[config.mk]
export PLATFORM = sky130hd
export DESIGN_NAME = q_table_greedy_update_unit
export DESIGN_NICKNAME = d
export VERILOG_FILES = /design/src/rtl/core/qtgu_pkg.sv /design/src/rtl/core/qtgu_ram.sv /design/src/rtl/core/qtgu_ctrl.sv /design/src/rtl/core/qtgu_dp.sv /design/src/rtl/core/q_table_greedy_update_unit.sv
export SDC_FILE = /design/constraint.sdc
export NUM_CORES = 2
export LEC_CHECK = 0
export BUFFER_PORTS_ARGS = -buffer_cell sky130_fd_sc_hd__buf_2
export CAP_MARGIN = 0
export CORE_AREA = 2 2 568 570
export CTS_CLUSTER_SIZE = 10
export DETAILED_ROUTE_END_ITERATION = 10
export DIE_AREA = 0 0 570 572
export GPL_ROUTABILITY_DRIVEN = 0
export PLACE_DENSITY = 0.64
export SLEW_MARGIN = 20
export SYNTH_ARGS = -nofsm -noshare
export SYNTH_HDL_FRONTEND = slang
export SYNTH_SLANG_ARGS = --single-unit
[constraint.sdc]
create_clock -name clk -period 13.45 [get_ports clk]
set_input_delay 1.345 -clock clk [delete_from_list [all_inputs] [get_ports clk]]
set_output_delay 1.345 -clock clk [all_outputs]
set_load 0.05 [all_outputs]
[src/rtl/core/qtgu_pkg.sv]
package qtgu_pkg;

  localparam int NUM_STATES  = 16;
  localparam int MAX_ACTIONS = 8;
  localparam int ST_W   = $clog2(NUM_STATES);
  localparam int SLOT_W = $clog2(MAX_ACTIONS);
  localparam int CNT_W  = $clog2(MAX_ACTIONS + 1);
  localparam int ENT_W  = ST_W + SLOT_W;
  localparam int ENTRIES = NUM_STATES * MAX_ACTIONS;

  // operation codes
  localparam logic [1:0] OP_LOAD  = 2'd0;
  localparam logic [1:0] OP_START = 2'd1;
  localparam logic [1:0] OP_STOP  = 2'd2;

  // result kinds
  localparam logic [1:0] KIND_UPDATE = 2'd0;
  localparam logic [1:0] KIND_CHOSEN = 2'd1;
  localparam logic [1:0] KIND_ERROR  = 2'd2;

  // configuration register indexes
  localparam logic [1:0] CFG_ALPHA   = 2'd0;
  localparam logic [1:0] CFG_GAMMA   = 2'd1;
  localparam logic [1:0] CFG_HOME    = 2'd2;
  localparam logic [1:0] CFG_PENALTY = 2'd3;

  // controller to datapath commands
  typedef struct packed {
    logic load_in;      // capture input transaction fields
    logic tbl_write;    // write loaded entry
    logic rd_pend;      // read pending entry quality/target
    logic cap_pend;     // capture pending q and target
    logic scan_init;    // reset argmax accumulators
    logic scan_rd;      // issue read for scan slot
    logic scan_acc;     // accumulate scan read data
    logic scan_tgt;     // scan over target state (else walk state)
    logic mul1;         // gamma*maxq stage
    logic mul2;         // alpha*inner stage
    logic wr_q;         // write back new quality
    logic emit_upd;     // emit kind 0
    logic emit_err_home;// emit kind 2 at home
    logic emit_err_cur; // emit kind 2 at current state
    logic emit_choice;  // emit kind 1 and move walk
    logic go_home;      // walk returns home
    logic use_penalty;  // reward is interrupt penalty
    logic last;         // result is final
  } qtgu_cmd_t;

  // datapath to controller status
  typedef struct packed {
    logic [1:0] op;
    logic       load_ok;
    logic       away;       // walk not at home
    logic       pend_valid;
    logic       scan_done;  // all slots issued
    logic       scan_empty; // state has no actions
  } qtgu_sts_t;

endpackage

[src/rtl/core/qtgu_ram.sv]
module qtgu_ram #(
  parameter int WIDTH = 16,
  parameter int DEPTH = 128
) (
  input  logic                     clk,
  input  logic                     we,
  input  logic [$clog2(DEPTH)-1:0] waddr,
  input  logic [WIDTH-1:0]         wdata,
  input  logic [$clog2(DEPTH)-1:0] raddr,
  output logic [WIDTH-1:0]         rdata
);

  logic [WIDTH-1:0] mem [DEPTH];

  // one write port, registered read port
  always_ff @(posedge clk) begin
    if (we) begin
      mem[waddr] <= wdata;
    end
    rdata <= mem[raddr];
  end

endmodule

[src/rtl/core/qtgu_ctrl.sv]
module qtgu_ctrl import qtgu_pkg::*; (
  input  logic      clk,
  input  logic      rst_n,
  input  logic      start,
  output logic      busy,
  input  qtgu_sts_t sts,
  output qtgu_cmd_t cmd
);

  localparam logic [3:0] S_IDLE   = 4'd0;
  localparam logic [3:0] S_DEC    = 4'd1;
  localparam logic [3:0] S_PRD    = 4'd2;
  localparam logic [3:0] S_PCAP   = 4'd3;
  localparam logic [3:0] S_TSCAN  = 4'd4;
  localparam logic [3:0] S_TWAIT  = 4'd5;
  localparam logic [3:0] S_MUL1   = 4'd6;
  localparam logic [3:0] S_MUL2   = 4'd7;
  localparam logic [3:0] S_WB     = 4'd8;
  localparam logic [3:0] S_CSCAN  = 4'd9;
  localparam logic [3:0] S_CWAIT  = 4'd10;
  localparam logic [3:0] S_CEMIT  = 4'd11;

  logic [3:0] state_r, state_nxt;
  logic       is_start_r, is_start_nxt;

  always_ff @(posedge clk) begin
    if (!rst_n) begin
      state_r    <= S_IDLE;
      is_start_r <= 1'b0;
    end else begin
      state_r    <= state_nxt;
      is_start_r <= is_start_nxt;
    end
  end

  assign busy = (state_r != S_IDLE);

  // sequencing
  always_comb begin
    state_nxt    = state_r;
    is_start_nxt = is_start_r;
    cmd          = '0;
    cmd.use_penalty = is_start_r;
    case (state_r)
      S_IDLE: begin
        if (start) begin
          cmd.load_in = 1'b1;
          state_nxt   = S_DEC;
        end
      end
      S_DEC: begin
        is_start_nxt = (sts.op == OP_START);
        cmd.use_penalty = (sts.op == OP_START);
        case (sts.op)
          OP_LOAD: begin
            cmd.tbl_write = sts.load_ok;
            state_nxt     = S_IDLE;
          end
          OP_START: begin
            if (sts.away) begin
              state_nxt = S_PRD;
              if (!sts.pend_valid) begin
                cmd.emit_err_home = 1'b1;
                cmd.go_home       = 1'b1;
                state_nxt         = S_CSCAN;
                cmd.scan_init     = 1'b1;
              end
            end else begin
              cmd.scan_init = 1'b1;
              state_nxt     = S_CSCAN;
            end
          end
          OP_STOP: begin
            if (sts.pend_valid) begin
              state_nxt = S_PRD;
            end else begin
              cmd.emit_err_home = 1'b1;
              cmd.go_home       = 1'b1;
              cmd.last          = 1'b1;
              state_nxt         = S_IDLE;
            end
          end
          default: state_nxt = S_IDLE;
        endcase
      end
      S_PRD: begin
        cmd.rd_pend = 1'b1;
        state_nxt   = S_PCAP;
      end
      S_PCAP: begin
        cmd.cap_pend  = 1'b1;
        cmd.scan_init = 1'b1;
        state_nxt     = S_TSCAN;
      end
      S_TSCAN: begin
        cmd.scan_tgt = 1'b1;
        cmd.scan_rd  = !sts.scan_done;
        if (sts.scan_done) begin
          state_nxt = S_TWAIT;
        end
      end
      S_TWAIT: begin
        cmd.scan_tgt = 1'b1;
        cmd.scan_acc = 1'b1;
        state_nxt    = S_MUL1;
      end
      S_MUL1: begin
        cmd.mul1  = 1'b1;
        state_nxt = S_MUL2;
      end
      S_MUL2: begin
        cmd.mul2  = 1'b1;
        state_nxt = S_WB;
      end
      S_WB: begin
        cmd.wr_q     = 1'b1;
        cmd.emit_upd = 1'b1;
        cmd.go_home  = 1'b1;
        if (is_start_r) begin
          cmd.scan_init = 1'b1;
          state_nxt     = S_CSCAN;
        end else begin
          cmd.last  = 1'b1;
          state_nxt = S_IDLE;
        end
      end
      S_CSCAN: begin
        cmd.scan_rd = !sts.scan_done;
        if (sts.scan_done) begin
          state_nxt = S_CWAIT;
        end
      end
      S_CWAIT: begin
        cmd.scan_acc = 1'b1;
        cmd.rd_pend  = 1'b1;
        state_nxt    = S_CEMIT;
      end
      S_CEMIT: begin
        cmd.last = 1'b1;
        if (sts.scan_empty) begin
          cmd.emit_err_cur = 1'b1;
        end else begin
          cmd.emit_choice = 1'b1;
        end
        state_nxt = S_IDLE;
      end
      default: state_nxt = S_IDLE;
    endcase
  end

endmodule

[src/rtl/core/qtgu_dp.sv]
module qtgu_dp import qtgu_pkg::*; (
  input  logic              clk,
  input  logic              rst_n,
  input  qtgu_cmd_t         cmd,
  output qtgu_sts_t         sts,
  input  logic [1:0]        in_op,
  input  logic [3:0]        in_state_index,
  input  logic [2:0]        in_action_slot,
  input  logic [3:0]        in_target_state,
  input  logic [3:0]        in_action_total,
  input  logic signed [15:0] in_value,
  input  logic              cfg_valid,
  input  logic [1:0]        cfg_index,
  input  logic [15:0]       cfg_data,
  output logic              out_strobe,
  output logic [1:0]        out_kind,
  output logic [3:0]        out_now_state,
  output logic [2:0]        out_chosen_slot,
  output logic signed [15:0] out_quality,
  output logic              out_last
);

  // configuration registers
  logic [8:0]         alpha_r, gamma_r;
  logic [3:0]         home_r;
  logic signed [15:0] penalty_r;

  always_ff @(posedge clk) begin
    if (!rst_n) begin
      alpha_r   <= 9'd128;
      gamma_r   <= 9'd230;
      home_r    <= 4'd0;
      penalty_r <= -16'sd1280;
    end else if (cfg_valid) begin
      case (cfg_index)
        CFG_ALPHA:   alpha_r   <= cfg_data[8:0];
        CFG_GAMMA:   gamma_r   <= cfg_data[8:0];
        CFG_HOME:    home_r    <= cfg_data[3:0];
        CFG_PENALTY: penalty_r <= cfg_data;
        default: ;
      endcase
    end
  end

  logic [ST_W-1:0] home_idx;
  assign home_idx = home_r[ST_W-1:0];

  // captured input transaction
  logic [1:0]         op_r;
  logic [3:0]         sidx_r, tst_r, tot_r;
  logic [2:0]         slot_r;
  logic signed [15:0] val_r;

  always_ff @(posedge clk) begin
    if (cmd.load_in) begin
      op_r   <= in_op;
      sidx_r <= in_state_index;
      slot_r <= in_action_slot;
      tst_r  <= in_target_state;
      tot_r  <= in_action_total;
      val_r  <= in_value;
    end
  end

  // walk and pending state
  logic [ST_W-1:0]  walk_r;
  logic [ENT_W-1:0] pend_r;
  logic             pvalid_r;
  logic [CNT_W-1:0] count_r [NUM_STATES];

  // stores
  logic             q_we;
  logic [ENT_W-1:0] q_waddr, rd_addr;
  logic [15:0]      q_wdata, q_rdata;
  logic [3:0]       t_rdata;

  // update arithmetic
  logic signed [15:0] reward;
  logic [8:0]         alpha_c, gamma_c;
  logic signed [25:0] gm_r;
  logic signed [26:0] inner;
  logic signed [36:0] prod_r;
  logic signed [37:0] rnd;
  logic signed [21:0] delta;
  logic signed [22:0] sum;
  logic signed [15:0] newq;

  // argmax scan
  logic [ST_W-1:0]   scan_st;
  logic [CNT_W-1:0]  scan_n;
  logic [CNT_W-1:0]  sidx_cnt_r;
  logic              acc_v_r;
  logic [SLOT_W-1:0] acc_slot_r;
  logic signed [15:0] best_r;
  logic [SLOT_W-1:0] best_slot_r;
  logic              best_any_r;

  logic [ST_W-1:0] tgt_r;
  logic signed [15:0] pq_r;

  assign scan_st = cmd.scan_tgt ? tgt_r : walk_r;
  assign scan_n  = count_r[scan_st];

  logic signed [15:0] best_nxt;
  logic [SLOT_W-1:0]  best_slot_nxt;
  logic               best_any_nxt;

  // read address: pending entry, chosen slot of the walk state, or scan slot
  always_comb begin
    if (cmd.rd_pend && !cmd.scan_acc) begin
      rd_addr = pend_r;
    end else if (cmd.rd_pend) begin
      rd_addr = {walk_r, best_slot_nxt};
    end else begin
      rd_addr = {scan_st, sidx_cnt_r[SLOT_W-1:0]};
    end
  end

  // compare previous read against running best
  always_comb begin
    best_nxt      = best_r;
    best_slot_nxt = best_slot_r;
    best_any_nxt  = best_any_r;
    if (acc_v_r && (!best_any_r || ($signed(q_rdata) > best_r))) begin
      best_nxt      = $signed(q_rdata);
      best_slot_nxt = acc_slot_r;
      best_any_nxt  = 1'b1;
    end
  end

  always_ff @(posedge clk) begin
    if (!rst_n) begin
      acc_v_r    <= 1'b0;
      best_any_r <= 1'b0;
      sidx_cnt_r <= '0;
    end else if (cmd.scan_init) begin
      acc_v_r    <= 1'b0;
      best_any_r <= 1'b0;
      sidx_cnt_r <= '0;
    end else begin
      acc_v_r <= cmd.scan_rd;
      if (acc_v_r) begin
        best_any_r <= best_any_nxt;
      end
      if (cmd.scan_rd) begin
        sidx_cnt_r <= sidx_cnt_r + 1'b1;
      end
    end
  end

  always_ff @(posedge clk) begin
    acc_slot_r <= sidx_cnt_r[SLOT_W-1:0];
    if (acc_v_r) begin
      best_r      <= best_nxt;
      best_slot_r <= best_slot_nxt;
    end
  end

  // table write on load or quality update
  always_comb begin
    q_we    = cmd.tbl_write || cmd.wr_q;
    q_waddr = cmd.wr_q ? pend_r : {sidx_r[ST_W-1:0], slot_r[SLOT_W-1:0]};
    q_wdata = cmd.wr_q ? newq : val_r;
  end

  qtgu_ram #(.WIDTH(16), .DEPTH(ENTRIES)) u_qram (
    .clk(clk), .we(q_we), .waddr(q_waddr), .wdata(q_wdata),
    .raddr(rd_addr), .rdata(q_rdata)
  );

  qtgu_ram #(.WIDTH(4), .DEPTH(ENTRIES)) u_tram (
    .clk(clk), .we(cmd.tbl_write), .waddr(q_waddr), .wdata(tst_r),
    .raddr(rd_addr), .rdata(t_rdata)
  );

  // action counts, cleared at reset
  logic [CNT_W-1:0] tot_sat;
  assign tot_sat = (tot_r > 4'(MAX_ACTIONS)) ? CNT_W'(MAX_ACTIONS) : tot_r[CNT_W-1:0];

  always_ff @(posedge clk) begin
    if (!rst_n) begin
      for (int i = 0; i < NUM_STATES; i++) begin
        count_r[i] <= '0;
      end
    end else if (cmd.tbl_write) begin
      count_r[sidx_r[ST_W-1:0]] <= tot_sat;
    end
  end

  assign reward  = cmd.use_penalty ? penalty_r : val_r;
  assign alpha_c = alpha_r[8] ? 9'd256 : alpha_r;
  assign gamma_c = gamma_r[8] ? 9'd256 : gamma_r;
  assign inner   = (27'(reward) <<< 8) + 27'(gm_r) - (27'(pq_r) <<< 8);
  assign rnd     = 38'(prod_r) + 38'sd32768;
  assign delta   = rnd[37:16];
  assign sum     = 23'(pq_r) + 23'(delta);
  assign newq    = (sum > 23'sd32767) ? 16'sd32767 :
                   (sum < -23'sd32768) ? -16'sd32768 : sum[15:0];

  always_ff @(posedge clk) begin
    if (cmd.cap_pend) begin
      pq_r  <= $signed(q_rdata);
      tgt_r <= t_rdata[ST_W-1:0];
    end
    if (cmd.mul1) begin
      gm_r <= best_any_r ? ($signed({1'b0, gamma_c}) * best_r) : 26'sd0;
    end
    if (cmd.mul2) begin
      prod_r <= $signed({1'b0, alpha_c}) * inner;
    end
  end

  // walk and pending registers
  always_ff @(posedge clk) begin
    if (!rst_n) begin
      walk_r   <= '0;
      pend_r   <= '0;
      pvalid_r <= 1'b0;
    end else begin
      if (cmd.go_home) begin
        walk_r   <= home_idx;
        pvalid_r <= 1'b0;
      end
      if (cmd.emit_choice) begin
        walk_r   <= t_rdata[ST_W-1:0];
        pend_r   <= {walk_r, best_slot_r};
        pvalid_r <= 1'b1;
      end
    end
  end

  // result register
  always_ff @(posedge clk) begin
    if (!rst_n) begin
      out_strobe <= 1'b0;
    end else begin
      out_strobe <= cmd.emit_upd || cmd.emit_err_home || cmd.emit_err_cur ||
                    cmd.emit_choice;
    end
  end

  always_ff @(posedge clk) begin
    out_last <= cmd.last;
    if (cmd.emit_upd) begin
      out_kind        <= KIND_UPDATE;
      out_now_state   <= 4'(home_idx);
      out_chosen_slot <= 3'(pend_r[SLOT_W-1:0]);
      out_quality     <= newq;
    end else if (cmd.emit_err_home) begin
      out_kind        <= KIND_ERROR;
      out_now_state   <= 4'(home_idx);
      out_chosen_slot <= '0;
      out_quality     <= '0;
    end else if (cmd.emit_err_cur) begin
      out_kind        <= KIND_ERROR;
      out_now_state   <= 4'(walk_r);
      out_chosen_slot <= '0;
      out_quality     <= '0;
    end else if (cmd.emit_choice) begin
      out_kind        <= KIND_CHOSEN;
      out_now_state   <= t_rdata;
      out_chosen_slot <= 3'(best_slot_r);
      out_quality     <= best_r;
    end
  end

  // status
  assign sts.op         = op_r;
  assign sts.load_ok    = (32'(sidx_r) < NUM_STATES) && (32'(slot_r) < MAX_ACTIONS) &&
                          (32'(tst_r) < NUM_STATES);
  assign sts.away       = (walk_r != home_idx);
  assign sts.pend_valid = pvalid_r;
  assign sts.scan_done  = (sidx_cnt_r >= scan_n);
  assign sts.scan_empty = !best_any_r;

endmodule

[src/rtl/core/q_table_greedy_update_unit.sv]
// order of work: a stop runs the pending update; a start runs the pending update, then a scan
// of up to 8 slots at one table read per cycle
// throughput: one transaction at a time; busy stays high until the last result
// results appear on out_strobe for one cycle each; the receiver cannot stall
// reset: rst_n synchronous; configuration, walk and output strobe registers take their defaults, action counts clear
module q_table_greedy_update_unit import qtgu_pkg::*; (
  input  logic              clk,
  input  logic              rst_n,
  input  logic              start,
  output logic              busy,
  input  logic [1:0]        in_op,
  input  logic [3:0]        in_state_index,
  input  logic [2:0]        in_action_slot,
  input  logic [3:0]        in_target_state,
  input  logic [3:0]        in_action_total,
  input  logic signed [15:0] in_value,
  input  logic              cfg_valid,
  output logic              cfg_ready,
  input  logic [1:0]        cfg_index,
  input  logic [15:0]       cfg_data,
  output logic              out_strobe,
  output logic [1:0]        out_kind,
  output logic [3:0]        out_now_state,
  output logic [2:0]        out_chosen_slot,
  output logic signed [15:0] out_quality,
  output logic              out_last
);

  qtgu_cmd_t cmd;
  qtgu_sts_t sts;

  assign cfg_ready = 1'b1;

  qtgu_ctrl u_ctrl (
    .clk(clk), .rst_n(rst_n), .start(start), .busy(busy), .sts(sts), .cmd(cmd)
  );

  qtgu_dp u_dp (
    .clk(clk), .rst_n(rst_n), .cmd(cmd), .sts(sts),
    .in_op(in_op), .in_state_index(in_state_index), .in_action_slot(in_action_slot),
    .in_target_state(in_target_state), .in_action_total(in_action_total),
    .in_value(in_value), .cfg_valid(cfg_valid), .cfg_index(cfg_index),
    .cfg_data(cfg_data), .out_strobe(out_strobe), .out_kind(out_kind),
    .out_now_state(out_now_state), .out_chosen_slot(out_chosen_slot),
    .out_quality(out_quality), .out_last(out_last)
  );

`ifndef SYNTHESIS
  // no result while idle for more than a cycle
  a_no_idle_out: assert property (@(posedge clk) disable iff (!rst_n)
    (!busy && !$past(busy)) |-> !out_strobe) else $error("result while idle");
  // a final result ends the transaction
  a_last_ends: assert property (@(posedge clk) disable iff (!rst_n)
    (out_strobe && out_last) |-> !busy) else $error("busy after last result");
  // a final update result ends the transaction
  a_upd_home: assert property (@(posedge clk) disable iff (!rst_n)
    (out_strobe && out_kind == KIND_UPDATE) |-> out_last == 1'b0 || !busy)
    else $error("update result framing");
`endif

endmodule

### Yosys cells after proc, flatten, opt, wreduce, memory -nomap -nowiden

Memories as Yosys holds them, arrays and structs flattened. A register that Yosys moved wholly into a read port is not among the register bits.
Index checks and enable logic that the tools add are counted.

| cells by class | value |
|---|---|
| reductions and logical operators | 30 |
| $mul | 2 |
| $add $sub $neg | 5 |
| $lt $le $gt $ge | 5 |
| equal/unequal tests | 20 |
| mux-type cells | 78 |
| bitwise gates (word level) | 1 |

Operator list:

| kind | count |
|---|---|
| 2-to-1 mux 16 bit | 8 |
| 2-to-1 mux 4 bit | 16 |
| one-hot mux 4 bit (11 select lines) | 1 |
| adder 37 x 17 -> 38 bit (second input constant) | 1 |
| multiplier 10 x 27 -> 37 bit | 1 |
| 2-to-1 mux 1 bit | 32 |
| adder 24 x 26 -> 27 bit | 1 |
| subtractor 27 x 24 -> 27 bit | 1 |
| multiplier 10 x 16 -> 26 bit | 1 |
| adder 16 x 22 -> 23 bit | 1 |
| greater-than comparator 23 x 16 -> 1 bit (second input constant) | 1 |
| < comparator 23 x 16 -> 1 bit (second input constant) | 1 |
| 2-to-1 mux 7 bit | 3 |
| 2-to-1 mux 9 bit | 2 |
| equality test 4 x 3 -> 1 bit (second input constant) | 4 |
| equality test 4 bit (second input constant) | 4 |
| greater-than comparator 16 bit | 1 |
| 2-to-1 mux 3 bit | 5 |
| 2-to-1 mux 2 bit | 6 |
| AND reduction 2 bit | 5 |
| OR reduction 2 bit | 5 |
| equality test 4 x 2 -> 1 bit (second input constant) | 2 |
| one-hot mux 4 bit (2 select lines) | 1 |
| nonzero test 4 bit | 2 |
| other kinds (22) | 36 |

| word-level totals | value |
|---|---|
| bits of input ports | 55 |
| memories | 3 |
| word-level logic and storage cells | 176 |
| flip-flop bits (word level) | 226 |
| output and inout bits | 29 |
| memory bits (writable) | 2624 |

Memory list:

| memory | depth | width | read ports | clocked after Yosys merged registers in | write ports | RTL line | source |
|---|---|---|---|---|---|---|---|
| u_dp.u_qram.mem | 128 | 16 | 1 | 1 | 1 | qtgu_ram.sv:13 | `logic [WIDTH-1:0] mem [DEPTH];` |
| u_dp.u_tram.mem | 128 | 4 | 1 | 1 | 1 | qtgu_ram.sv:13 |  |
| u_dp.count_r | 16 | 4 | 1 | 0 | 16 | qtgu_dp.sv:69 | `logic [CNT_W-1:0] count_r [NUM_STATES];` |

### Logic depth before layout (Yosys ltp)

| depth | value |
|---|---|
| depth in word-level cells | 8 |
| depth in mapped cells | 40 |
| mapped depth without buffers | 38 |

### Modules after synthesis

From an unflattened synthesis, not the netlist that was laid out.

| second synthesis, totals | value |
|---|---|
| cells, all modules | 6912 |
| area, all modules | 127121.9 um^2 |

Modules (own cells, without submodules):

| module | area each (um^2) | instances | cells an instance | sequential area each (um^2) |
|---|---|---|---|---|
| qtgu_ram (u_dp.u_qram) | 78522.8 | 1 | 3086 | 61819.3 |
| qtgu_dp | 27770.4 | 1 | 2836 | 7477.2 |
| qtgu_ram (u_dp.u_tram) | 20193.1 | 1 | 908 | 15454.8 |
| qtgu_ctrl | 624.3 | 1 | 80 | 100.1 |
| q_table_greedy_update_unit | 11.3 | 1 | 2 | 0.0 |

### Worst setup path before layout

OpenSTA, ideal clock, no wires.

| timing path | value |
|---|---|
| kind | register to register |
| start point | register u_ctrl.state_r[3] |
| end point | register u_dp.prod_r[36] (data pin) |
| setup time | 0.271 ns |
| setup slack | 3.525 ns |
| buffers on the path | 2 |
| arrival time | 9.654 ns |
| cell stages (with the launch flop) | 37 |
| required time | 13.179 ns |
| clock period less this slack | 9.925 ns |
| cell sequence | dfxtp_1 buf_2 inv_1 nand2_1 nor3_1 mux2i_1 clkbuf_1 mux2i_1 fa_1 inv_1 ha_1 a21oi_1 nand2_1 o31ai_1 o22ai_1 o41ai_1 o2111ai_1 a21o_1 xnor2_1 nand2_1 fa_1 fa_1 inv_1 fa_1 fa_1 inv_1 fa_1 inv_1 ha_1 a21o_1 a21o_1 a21oi_1 o21ai_0 nor3b_1 a211oi_1 xnor2_1 xnor2_1 |

| on the way | value |
|---|---|
| cells in the longest elaborated chain, start to end | 6 |

RTL lines:

| item | RTL line | source |
|---|---|---|
| start, declared | qtgu_ctrl.sv:23 | `logic [3:0] state_r, state_nxt;` |
| start signal, assigned | qtgu_ctrl.sv:31 | `state_r <= state_nxt;` |
| equality test 4 x 1 -> 1 bit | qtgu_ctrl.sv:44 | `case (state_r)` |
| 2-to-1 mux 1 bit | qtgu_ctrl.sv:44 |  |
| 2-to-1 mux 16 bit | qtgu_dp.sv:190 | `assign reward = cmd.use_penalty ? penalty_r : val_r;` |
| adder 24 x 26 -> 27 bit | qtgu_dp.sv:193 | `assign inner = (27'(reward) <<< 8) + 27'(gm_r) - (27'(pq_r) <<< 8);` |
| subtractor 27 x 24 -> 27 bit | qtgu_dp.sv:193 |  |
| multiplier 10 x 27 -> 37 bit | qtgu_dp.sv:209 | `prod_r <= $signed({1'b0, alpha_c}) * inner;` |
| end signal, assigned | qtgu_dp.sv:209 |  |
| end, declared | qtgu_dp.sv:82 | `logic signed [36:0] prod_r;` |

Every way passes these cells.
A chain may end at the register's enable or synchronous reset.

### Worst setup path after layout

| timing path | value |
|---|---|
| start point | register u_ctrl.state_r[3] |
| end point | register u_dp.prod_r[34] (data pin) |

Same word-level chain as after synthesis.

==> flow_summary.json <==
{
  "synth_compound_area_share_pct": 4.999,
  "synthesis.nets": 8792,
  "drt_first_iter_violations": 7452,
  "post_drt_wl_per_cell_um": 26.44,
  "globalRoute.totalOverflow": 0,
  "synth_xor_xnor_area_share_pct": 0.8462,
  "worst_slew_pin_tran_ns": 1.203,
  "setup-violations-final": 0,
  "cts_repair_resize_count": 0,
  "post-route-period-util_pct": 85.03,
  "fin_crit_ns": 11.44,
  "grt_max_degree": 143,
  "clock_tree.htree_level_count": 5,
  "synth-edff-count": 2767,
  "post_route_cells_drive_above_1_share_pct": 14.39,
  "final.setup_skew_ns": 0.09193,
  "dp.cells": 12330,
  "worst_setup_path_start_kind": "flip-flop",
  "timing.final.hold_violations": 0,
  "holdCritPathClass": "flip-flop to flip-flop",
  "critPathCaptureType": "flip-flop",
  "antenna_found_initial": 30,
  "number_of_storage_elements_in_the_synthesis_netlist": 2855,
  "reg2reg_slack_ns": 2.01,
  "synthSimpleGateAreaFrac_pct": 6.411,
  "core_area_sq_um": 319800,
  "die-height_um": 572,
  "fin_worst_hold_slack_ns": 0.4349,
  "critical_path_class": "flip-flop to flip-flop",
  "synthToLayoutAreaGrowth_pct": 12.18,
  "cts.path.max_buffers": 4,
  "detail_route.wirelength_mm": 337.4,
  "first_global_vias": 73050,
  "post_layout_nonfiller_instances": 12760,
  "async_flop_share_pct": 0,
  "fmax_mhz": 87.44,
  "timing.max_slew.rel_slack_pct": 19.06,
  "clk_transition_reported_paths_ns": 0.06,
  "syn-cell-area_sq_um": 127300,
  "ir_drop_mv": 0.1118,
  "max_cap_violations": 0,
  "critPathRequiredTime_ns": 14.12,
  "cp.arrival_ns": 12.11,
  "first_pass_grt_wire_length_mm": 493.2,
  "synth.mux.area_fraction_pct": 10.94,
  "clk_latency_ns": 0.89,
  "postSynthCellCount": 8191,
  "drtPass1Iterations": 8,
  "timing_max_transition_violations_final": 0,
  "dr_vias": 72740,
  "worstPathMaxFanout": 18,
  "final_common_cell": "sky130_fd_sc_hd__edfxtp_1",
  "status": "complete, no violations",
  "critPathMaxStageDelay_ns": 0.79,
  "final_cell_area_sq_um": 142800,
  "cts.root.buffer_cell": "sky130_fd_sc_hd__clkbuf_16",
  "floorplan.initialDensity_pct": 39.80,
  "yosysUniqueCellTypes": 77,
  "cts_buffers": 332,
  "adder_cell_share_of_the_synthesized_area_pct": 7.354,
  "detail_route.vias_per_cell": 5.701,
  "synth_sequential_area_ratio_pct": 66.65,
  "die-width_um": 570,
  "pin_count": 84,
  "detail-route-antenna-nets": 0,
  "area_of_the_die_sq_um": 326000,
  "design.final.nets": 9066,
  "grt_setup_unrepaired": "false",
  "critical_path.most_common_cell": "sky130_fd_sc_hd__fa_1",
  "synth_warnings": 0,
  "avg_inst_size_synth_sq_um": 15.54,
  "cellPowerDensity_nw_per_um2": 137.7,
  "critical_path_cell_with_the_highest_stage_delay": "sky130_fd_sc_hd__a211oi_1",
  "post_cts.repair.setup_buffers": 0,
  "remaining_drc_errors": 0,
  "mostFrequentLayoutCells": "2,767 x sky130_fd_sc_hd__edfxtp_1, 668 x sky130_fd_sc_hd__mux2i_1, 573 x sky130_fd_sc_hd__nand2_1",
  "fp-row-count": 208,
  "synth_flop_cell": "sky130_fd_sc_hd__edfxtp_1",
  "post_dp_cell_area_sq_um": 133700,
  "post_cts_hold_buffer_count": 0,
  "synth_top_family_by_area": "multiplexers",
  "utilization_pct": 44.65,
  "clock-sinks": 2855,
  "detailedPlacementHpwl_mm": 216.7,
  "grt_usage_pct": 20.34,
  "fin_setup_tns_ns": 0,
  "io_buffers": 82,
  "p_leak_nw": 47.28,
  "tritoncts": "done"
}
area by class of cell:
class | count | area (sq um)
clock buffers | 384 | 8683
repair buffers | 351 | 2546
diodes | 20 | 50.05
fillers | 27600 | 177000
flip-flops and latches | 2855 | 84850
inverters | 455 | 1708
multi-input cells | 4470 | 39400
well taps | 4200 | 5255
clock inverters | 25 | 316.6
power by group:
group          internal (W)  total (W)  switching, W
Combinational      0.000673    0.00191       0.00124
Clock               0.00454    0.00784       0.00330
Sequential          0.00989    0.00992     0.0000340
Total                0.0151     0.0197       0.00457
layer usage:
metal | vias to the layer above | track usage (%) | routed length [um]
met2 | 3061 | 33.61 | 163300
li1 | 31390 | - | -
met3 | 567 | 3.020 | 25420
met1 | 37720 | 27.26 | 136800
met4 | 8 | 7.520 | 11770
met5 | - | 0 | 54
final timing paths:
path | startpoint | to | cells past startpoint
min reg2reg | u_dp.sidx_cnt_r[2] | u_dp.acc_slot_r[2] | 0
max reg2reg | u_ctrl.state_r[3] | u_dp.prod_r[34] | 35
max | u_ctrl.state_r[3] | u_dp.prod_r[34] | 35
min | u_dp.sidx_cnt_r[2] | u_dp.acc_slot_r[2] | 0
per-stage QoR:
step | worst slack, ns | power (W)
finish | 2.014 | 0.01967
global route | 1.502 | 0.02035
CTS | 2.199 | 0.01982
detailed placement | 2.203 | 0.01201
global placement | 2.436 | 0.01197
floorplan | 3.525 | 0.01145
synth_stat cells, types with 159 or more instances:
cell type | n | share of area (%)
sky130_fd_sc_hd__edfxtp_1 | 2767 | 65
sky130_fd_sc_hd__mux2i_1 | 672 | 5.3
sky130_fd_sc_hd__nand2_1 | 580 | 1.7
sky130_fd_sc_hd__nor2_1 | 519 | 1.5
sky130_fd_sc_hd__inv_1 | 453 | 1.3
sky130_fd_sc_hd__fa_1 | 337 | 5.3
sky130_fd_sc_hd__o22ai_1 | 312 | 1.5
sky130_fd_sc_hd__clkbuf_1 | 238 | 0.70
sky130_fd_sc_hd__mux4_2 | 235 | 4.2
sky130_fd_sc_hd__ha_1 | 209 | 2.1
sky130_fd_sc_hd__and2_1 | 174 | 0.86
sky130_fd_sc_hd__mux2_2 | 169 | 1.5
sky130_fd_sc_hd__a21oi_1 | 160 | 0.63
sky130_fd_sc_hd__a22oi_1 | 159 | 0.94
worst max-delay path: cells and delay by family, from the launching register on:
kind	cells	cell delay [ns]
adder cells (fa/ha/maj)	8	3.57
AO/OA/AOI/OAI	10	2.86
AND/OR/NAND/NOR	8	2.16
buffers and inverters	6	0.88
XOR/XNOR	1	0.68
multiplexers	2	0.57
flip-flops	1	0.55
kinds of logic (layout without fill, tap and decap cells):
logic type               after synthesis  count (layout)
other                                  1              21
AO/OA/AOI/OAI                        969             969
adder cells (fa/ha/maj)              546             546
multiplexers                        1076            1076
buffers and inverters                866            1215
XOR/XNOR                             123             123
AND/OR/NAND/NOR                     1755            1755
flip-flops                          2855            2855
registers in the layout, indices dropped and copies added (netlist names), 16 cells and up:
name / count
u_dp.count_r: 64
u_dp.prod_r: 22
u_dp.best_r: 16
u_dp.u_qram.mem: 2048
u_dp.out_quality: 16
u_dp.val_r: 16
u_dp.u_qram.rdata: 16
u_dp.gm_r: 26
u_dp.pq_r: 16
u_dp.penalty_r: 16
u_dp.u_tram.mem: 512
(Power assumes the default switching activity.)
